## src/hdl/assert_macros.svh

```systemverilog
// Assertion macros shared by the list RTL
`ifndef ASSERT_MACROS_SVH
`define ASSERT_MACROS_SVH

// Check a condition at every clock edge outside reset
`define ILID_ASSERT(lbl, clk, rst_n, cond) \
    lbl: assert property (@(posedge clk) disable iff (!rst_n) (cond)) \
        else $error("list assertion failed");

// Check a condition in the cycle after a trigger
`define ILID_ASSERT_NEXT(lbl, clk, rst_n, trig, cond) \
    lbl: assert property (@(posedge clk) disable iff (!rst_n) (trig) |=> (cond)) \
        else $error("list assertion failed");

`endif

```

## src/hdl/ilid_pkg.sv

```systemverilog
// Types and constants for the indexed list
package ilid_pkg;

    localparam int POS_W       = 5;
    localparam int IN_WORD_W   = 32;
    localparam int OUT_WORD_W  = 32;
    localparam int CNT_OUT_W   = 5;
    localparam int KIND_W      = 2;
    localparam int IN_TDATA_W  = 40;
    localparam int OUT_TDATA_W = 40;

    localparam logic [KIND_W-1:0] KIND_APPEND = 2'd0;
    localparam logic [KIND_W-1:0] KIND_INSERT = 2'd1;
    localparam logic [KIND_W-1:0] KIND_DELETE = 2'd2;
    localparam logic [KIND_W-1:0] KIND_READ   = 2'd3;

    typedef struct packed {
        logic                  ok;
        logic [OUT_WORD_W-1:0] word;
        logic [CNT_OUT_W-1:0]  count;
    } res_t;

endpackage

```

## src/hdl/ilid_ram.sv

```systemverilog
// Entry store: one write port, one registered read port
module ilid_ram #(
    parameter int DEPTH = 16,
    parameter int WIDTH = 32
) (
    input  logic                     clk,
    input  logic                     we,
    input  logic [$clog2(DEPTH)-1:0] waddr,
    input  logic [WIDTH-1:0]         wdata,
    input  logic                     re,
    input  logic [$clog2(DEPTH)-1:0] raddr,
    output logic [WIDTH-1:0]         rdata
);

    logic [WIDTH-1:0] mem [DEPTH];
    logic [WIDTH-1:0] rdata_reg;

    always_ff @(posedge clk)
    begin
        if (we)
        begin
            mem[waddr] <= wdata;
        end
    end

    always_ff @(posedge clk)
    begin
        if (re)
        begin
            rdata_reg <= mem[raddr];
        end
    end

    assign rdata = rdata_reg;

endmodule

```

## src/hdl/ilid_ctrl.sv

```systemverilog
// Request sequencer: bounds checks, entry shifting through the store, count
module ilid_ctrl import ilid_pkg::*; #(
    parameter int CAPACITY   = 16,
    parameter int WORD_WIDTH = 32
) (
    input  logic                        clk,
    input  logic                        rst_n,
    input  logic                        in_valid,
    output logic                        in_ready,
    input  logic [KIND_W-1:0]           kind,
    input  logic [POS_W-1:0]            position,
    input  logic [IN_WORD_W-1:0]        word_in,
    output logic                        res_valid,
    input  logic                        res_ready,
    output res_t                        res,
    output logic                        mem_we,
    output logic [$clog2(CAPACITY)-1:0] mem_waddr,
    output logic [WORD_WIDTH-1:0]       mem_wdata,
    output logic                        mem_re,
    output logic [$clog2(CAPACITY)-1:0] mem_raddr,
    input  logic [WORD_WIDTH-1:0]       mem_rdata
);

    localparam int AW = $clog2(CAPACITY);
    localparam int CW = $clog2(CAPACITY + 1);
    localparam int PW = (CW > POS_W) ? CW : POS_W;

    localparam logic [2:0] ST_IDLE = 3'd0;
    localparam logic [2:0] ST_SHUP = 3'd1;
    localparam logic [2:0] ST_INS  = 3'd2;
    localparam logic [2:0] ST_DEL  = 3'd3;
    localparam logic [2:0] ST_SHDN = 3'd4;
    localparam logic [2:0] ST_RD   = 3'd5;
    localparam logic [2:0] ST_RES  = 3'd6;

    logic [2:0]            state_reg, state_next;
    logic [CW-1:0]         count_reg, count_next;
    logic [AW-1:0]         idx_reg, idx_next;
    logic [AW-1:0]         pos_reg, pos_next;
    logic [WORD_WIDTH-1:0] hold_reg, hold_next;
    logic                  ok_reg, ok_next;
    logic [OUT_WORD_W-1:0] word_reg, word_next;

    logic [PW-1:0] pos_ext;
    logic [PW-1:0] cnt_ext;
    logic          full;
    logic [CW-1:0] idx_inc;

    assign pos_ext = PW'(position);
    assign cnt_ext = PW'(count_reg);
    assign full    = (count_reg == CW'(CAPACITY));
    assign idx_inc = CW'(idx_reg) + CW'(1);

    always_comb
    begin
        state_next = state_reg;
        count_next = count_reg;
        idx_next   = idx_reg;
        pos_next   = pos_reg;
        hold_next  = hold_reg;
        ok_next    = ok_reg;
        word_next  = word_reg;
        mem_we     = 1'b0;
        mem_waddr  = '0;
        mem_wdata  = '0;
        mem_re     = 1'b0;
        mem_raddr  = '0;
        unique case (state_reg)
            ST_IDLE:
            begin
                if (in_valid)
                begin
                    ok_next    = 1'b0;
                    word_next  = '0;
                    state_next = ST_RES;
                    unique case (kind)
                        KIND_APPEND:
                        begin
                            if (!full)
                            begin
                                mem_we     = 1'b1;
                                mem_waddr  = AW'(count_reg);
                                mem_wdata  = WORD_WIDTH'(word_in);
                                count_next = count_reg + CW'(1);
                                ok_next    = 1'b1;
                            end
                        end
                        KIND_INSERT:
                        begin
                            if (!full && pos_ext == cnt_ext)
                            begin
                                mem_we     = 1'b1;
                                mem_waddr  = AW'(count_reg);
                                mem_wdata  = WORD_WIDTH'(word_in);
                                count_next = count_reg + CW'(1);
                                ok_next    = 1'b1;
                            end
                            else if (!full && pos_ext < cnt_ext)
                            begin
                                mem_re     = 1'b1;
                                mem_raddr  = AW'(count_reg - CW'(1));
                                idx_next   = AW'(count_reg - CW'(1));
                                pos_next   = AW'(position);
                                hold_next  = WORD_WIDTH'(word_in);
                                state_next = ST_SHUP;
                            end
                        end
                        KIND_DELETE:
                        begin
                            if (pos_ext < cnt_ext)
                            begin
                                mem_re     = 1'b1;
                                mem_raddr  = AW'(position);
                                idx_next   = AW'(position);
                                state_next = ST_DEL;
                            end
                        end
                        KIND_READ:
                        begin
                            if (pos_ext < cnt_ext)
                            begin
                                mem_re     = 1'b1;
                                mem_raddr  = AW'(position);
                                state_next = ST_RD;
                            end
                        end
                        default:
                        begin
                            state_next = ST_RES;
                        end
                    endcase
                end
            end
            ST_SHUP:
            begin
                mem_we    = 1'b1;
                mem_waddr = idx_reg + AW'(1);
                mem_wdata = mem_rdata;
                if (idx_reg == pos_reg)
                begin
                    state_next = ST_INS;
                end
                else
                begin
                    mem_re    = 1'b1;
                    mem_raddr = idx_reg - AW'(1);
                    idx_next  = idx_reg - AW'(1);
                end
            end
            ST_INS:
            begin
                mem_we     = 1'b1;
                mem_waddr  = pos_reg;
                mem_wdata  = hold_reg;
                count_next = count_reg + CW'(1);
                ok_next    = 1'b1;
                state_next = ST_RES;
            end
            ST_DEL:
            begin
                word_next = OUT_WORD_W'(mem_rdata);
                ok_next   = 1'b1;
                if (idx_inc < count_reg)
                begin
                    mem_re     = 1'b1;
                    mem_raddr  = AW'(idx_inc);
                    idx_next   = AW'(idx_inc);
                    state_next = ST_SHDN;
                end
                else
                begin
                    count_next = count_reg - CW'(1);
                    state_next = ST_RES;
                end
            end
            ST_SHDN:
            begin
                mem_we    = 1'b1;
                mem_waddr = idx_reg - AW'(1);
                mem_wdata = mem_rdata;
                if (idx_inc < count_reg)
                begin
                    mem_re    = 1'b1;
                    mem_raddr = AW'(idx_inc);
                    idx_next  = AW'(idx_inc);
                end
                else
                begin
                    count_next = count_reg - CW'(1);
                    state_next = ST_RES;
                end
            end
            ST_RD:
            begin
                word_next  = OUT_WORD_W'(mem_rdata);
                ok_next    = 1'b1;
                state_next = ST_RES;
            end
            ST_RES:
            begin
                if (res_ready)
                begin
                    state_next = ST_IDLE;
                end
            end
            default:
            begin
                state_next = ST_IDLE;
            end
        endcase
    end

    always_ff @(posedge clk or negedge rst_n)
    begin
        if (!rst_n)
        begin
            state_reg <= ST_IDLE;
            count_reg <= '0;
        end
        else
        begin
            state_reg <= state_next;
            count_reg <= count_next;
        end
    end

    always_ff @(posedge clk)
    begin
        idx_reg  <= idx_next;
        pos_reg  <= pos_next;
        hold_reg <= hold_next;
        ok_reg   <= ok_next;
        word_reg <= word_next;
    end

    assign in_ready  = (state_reg == ST_IDLE);
    assign res_valid = (state_reg == ST_RES);
    assign res       = '{ok: ok_reg, word: word_reg, count: CNT_OUT_W'(count_reg)};

endmodule

```

## src/hdl/indexed_list_insert_delete.sv

```systemverilog
// Indexed list top level: stream ports, sequencer, entry store and output register
// Input beat to output beat: the sequencer takes the request, then the result passes the
// output register; reads, deletes and inserts below the end first go through the store's
// registered read port (one entry moved per cycle through the store).
// Throughput: one request at a time; the next input beat is taken no earlier than the edge
// of the first possible output beat, and a stalled output holds the sequencer.
`include "assert_macros.svh"

module indexed_list_insert_delete import ilid_pkg::*; #(
    parameter int CAPACITY   = 16,
    parameter int WORD_WIDTH = 32
) (
    input  logic                   clk,
    input  logic                   rst_n,
    input  logic                   s_tvalid,
    output logic                   s_tready,
    input  logic [IN_TDATA_W-1:0]  s_tdata,   // position[4:0], word_in[36:5], zero pad
    input  logic [KIND_W-1:0]      s_tuser,   // kind[1:0]
    output logic                   m_tvalid,
    input  logic                   m_tready,
    output logic [OUT_TDATA_W-1:0] m_tdata,   // word_out[31:0], count_out[36:32], zero pad
    output logic                   m_tuser    // ok
);

    localparam int AW = $clog2(CAPACITY);

    logic                  res_valid;
    logic                  res_ready;
    res_t                  res;
    logic                  mem_we;
    logic [AW-1:0]         mem_waddr;
    logic [WORD_WIDTH-1:0] mem_wdata;
    logic                  mem_re;
    logic [AW-1:0]         mem_raddr;
    logic [WORD_WIDTH-1:0] mem_rdata;

    logic out_valid_reg, out_valid_next;
    res_t out_res_reg, out_res_next;

    ilid_ctrl #(
        .CAPACITY   (CAPACITY),
        .WORD_WIDTH (WORD_WIDTH)
    ) u_ctrl (
        .clk       (clk),
        .rst_n     (rst_n),
        .in_valid  (s_tvalid),
        .in_ready  (s_tready),
        .kind      (s_tuser),
        .position  (s_tdata[POS_W-1:0]),
        .word_in   (s_tdata[POS_W +: IN_WORD_W]),
        .res_valid (res_valid),
        .res_ready (res_ready),
        .res       (res),
        .mem_we    (mem_we),
        .mem_waddr (mem_waddr),
        .mem_wdata (mem_wdata),
        .mem_re    (mem_re),
        .mem_raddr (mem_raddr),
        .mem_rdata (mem_rdata)
    );

    ilid_ram #(
        .DEPTH (CAPACITY),
        .WIDTH (WORD_WIDTH)
    ) u_ram (
        .clk   (clk),
        .we    (mem_we),
        .waddr (mem_waddr),
        .wdata (mem_wdata),
        .re    (mem_re),
        .raddr (mem_raddr),
        .rdata (mem_rdata)
    );

    assign res_ready = !out_valid_reg || m_tready;

    always_comb
    begin
        out_valid_next = out_valid_reg;
        out_res_next   = out_res_reg;
        if (res_valid && res_ready)
        begin
            out_valid_next = 1'b1;
            out_res_next   = res;
        end
        else if (m_tready)
        begin
            out_valid_next = 1'b0;
        end
    end

    always_ff @(posedge clk or negedge rst_n)
    begin
        if (!rst_n)
        begin
            out_valid_reg <= 1'b0;
        end
        else
        begin
            out_valid_reg <= out_valid_next;
        end
    end

    always_ff @(posedge clk)
    begin
        out_res_reg <= out_res_next;
    end

    assign m_tvalid = out_valid_reg;
    assign m_tdata  = OUT_TDATA_W'({out_res_reg.count, out_res_reg.word});
    assign m_tuser  = out_res_reg.ok;

    `ILID_ASSERT(a_busy_excl, clk, rst_n, !(s_tready && res_valid))
    `ILID_ASSERT(a_refused_zero, clk, rst_n, !res_valid || res.ok || (res.word == '0))
    `ILID_ASSERT_NEXT(a_out_load, clk, rst_n, res_valid && res_ready, m_tvalid && !res_valid)

endmodule

```

## config.mk

```make
export PLATFORM = sky130hd
export DESIGN_NAME = indexed_list_insert_delete
export DESIGN_NICKNAME = d
export VERILOG_FILES = /design/src/hdl/ilid_pkg.sv /design/src/hdl/ilid_ram.sv /design/src/hdl/ilid_ctrl.sv /design/src/hdl/indexed_list_insert_delete.sv
export VERILOG_INCLUDE_DIRS = /design/src /design/src/hdl
export SDC_FILE = /design/constraint.sdc
export NUM_CORES = 1
export LEC_CHECK = 0
export ABC_AREA = 1
export BUFFER_PORTS_ARGS = -buffer_cell sky130_fd_sc_hd__buf_2
export CORE_ASPECT_RATIO = 0.6
export CORE_UTILIZATION = 30
export DETAILED_ROUTE_END_ITERATION = 6
export PLACE_DENSITY = 0.44
export RECOVER_POWER = 100
export SYNTH_ARGS = -nofsm -noshare
export SYNTH_HDL_FRONTEND = slang
export SYNTH_SLANG_ARGS = --single-unit
```

## constraint.sdc

```tcl
create_clock -name clk -period 9.7 [get_ports clk]
set_input_delay 1.94 -clock clk [delete_from_list [all_inputs] [get_ports clk]]
set_output_delay 1.94 -clock clk [all_outputs]
set_load 0.03 [all_outputs]
```

==> metrics <==
status complete, but fails checks; failing checks design-rule violations, max-capacitance violations, max-slew violations; Worst-Skew Late Latency 0.63 ns; Worst Path Buf+Inv 4; Post-Syn Area 29050 sq um; Ys Warns 0; final slew viol count 408; CP Data Arrival Time 7.17 ns; I/O Buffers 82; Required @ worst endpoint 9.58 ns; Biggest register u_ram.mem; Netlist cell types 35; DIE WIDTH 403.7 um; fraction of final layout cells sized beyond drive strength 1 5.939%; drt wl/cell 21.12 um; DR iter-0 viols 1687; Max Cap Violations 11; worst setup path class in2reg; Post-CTS Setup Inserts 0; commonest non-fill, non-tap cell in the layout edfxtp_1; clock share of power 18.8%; clk slew on worst S/H paths 0.06 ns; die area 98110 sq um; Final Wtd Congestion 0.8014; worst vdd ir 0.2694 mV; TritonCTS clock tree done; DRT antenna net count 0; global-route wire length before repair 123700 um; # DRC 1; Post-synth EDFFs 655; crit-path cells clkbuf_1 -> ha_1 -> nand2_1 -> nor2_1 -> nand2_1 -> nand2_1 -> nand2_1 -> nor2_4 -> clkbuf_1 -> nand2_1 -> nand2_1 -> nor2_1 -> inv_1 -> nor2_4 -> clkbuf_1; WL final 84520 um; CTS max path bufs 3; CTS buffer count 67; sequential share of the synthesized area 68.49%; gr usage total 17.17%; # rows 87; hold buffers post-CTS 0; most frequent cells in the layout edfxtp_1, nand3_1, nand2_1; synthesis-to-finish area growth 12.32%; Sw Pwr 5538 uW; die height 243.0 um; HP Class reg2reg; Primary FF master, synth edfxtp_1; CTS Sinks 664; leak pwr 0.01277 uW; final hold viol count 0; Resized cells post-CTS 0; fin crit share 75.15%; cell area power density 399.1 nW/um^2; combinational share of power 43.3%; Synth area leaders edfxtp_1, nand3_1, nand2_1; Slowest cell on crit path clkbuf_1; Flop pwr share 37.9%; io pins 89; Slew HR -123.3%; Placeable Area 94920 sq um; Yosys reg bits 664; Syn Area/Cell 11.07 sq um; clock root cell clkbuf_16; Final setup viols 0; clk_skew 0.01844 ns; Initial Utilization 30.60%; Post-DP Area 30870 sq um; top fanout value on the critical path 35; Top Family by Delay on Critical Path buffers and inverters; final instance area 32630 sq um; Setup crit end kind register; largest net degree at the start of global routing 134; Internal Power 7483 uW; Post-Syn Instances 2625; TritonRoute pass-1 iters 7; nets 2729; slew at the pin closest to its max-slew limit 3.349 ns; sw frac 42.53%; hpwl dp 43260 um; Vias 19040; Largest stage delay, worst path 2.13 ns; max reg flops 512; Worst R2R Setup Slack 3.21 ns; TNS Setup 0 ns; gr ovfl total 0; Inserted Diodes 0; share of flip-flops with an asynchronous set or reset 1.355%; initial antenna violation count 3; CP Launch Type input port; RSZ-0062 raised after global routing false; Vias/cell 4.758; top cell type's share of synthesized area 67.71%; post-layout power 13020 uW; H-tree depth 3; vias in the first global route 18030; most frequent CP cell nand2_1; min Tclk post-route 7.289 ns; Fmax achieved 137.2 MHz; dominant cell type by area after synthesis edfxtp_1
## final timing paths
path,end,from,cells past startpoint
max reg2reg,u_ram.mem[4][16],u_ctrl.cnt_ext[0],16
max,u_ram.mem[4][16],s_tdata[3],15
min,m_tdata[0],u_ctrl.word_reg[0],0
min reg2reg,m_tdata[0],u_ctrl.word_reg[0],0
max in group asynchronous,m_tvalid,rst_n,1
min in group asynchronous,u_ctrl.cnt_ext[2],rst_n,1
## cells by family after synthesis
group           Yosys count  share of synthesized area [%]
simple gates           1274                          20.44
xor+xnor                 12                         0.3618
fa+ha+maj                14                         0.6031
buf+inv                 585                          8.309
other cells               1                        0.01291
compound gates           75                          1.783
flops                   664                          68.49
## final cells by class
type	instances	area [sq um]
fill	9511	62290
sequential	664	19890
multi-input combinational	1378	6920
clock buffer	91	1852
inverter	436	1637
tap	1290	1614
timing repair buffer	122	608.1
clock inverter	20	101.3
## metal layers
metal / up-vias / wire (um) / track usage (%)
met5: - / 0 / 0
met4: 0 / 1642 / 4.144
met3: 129 / 4398 / 2.669
met2: 540 / 37020 / 25.81
met1: 9401 / 41460 / 25.72
li1: 8966 / - / -
## power by group through the flow
stage	combinational, uW	sequential (uW)	clock, uW
after global placement	5660	4960	0
after CTS	5720	4920	2520
after floorplan	3640	5000	0
after global routing	6250	5010	2610
after detailed placement	5700	4980	0
final	5640	4940	2440
## through the flow
step | std cells | util [%] | hold WS [ns] | setup WS [ns]
after floorplan | 2627 | - | 0.4003 | 4.134
after global placement | 3890 | 32.52 | 0.4034 | 3.577
after detailed placement | 3890 | 32.52 | 0.4045 | 3.571
after CTS | 4001 | 34.58 | 0.4190 | 4.260
after global routing | 4001 | 34.37 | 0.4275 | 1.999
final | 4001 | 34.37 | 0.4195 | 2.411
## synthesized netlist by cell type, drive strengths merged, types with 11 or more instances
| master | instances |
|---|---|
| nor2 | 83 |
| o21ai | 14 |
| buf | 121 |
| nand2 | 495 |
| a22oi | 33 |
| clkbuf | 28 |
| a21oi | 11 |
| edfxtp | 655 |
| nand3 | 590 |
| nand3b | 96 |
| inv | 436 |
| ha | 14 |
Power figures use the tool's default switching activity.
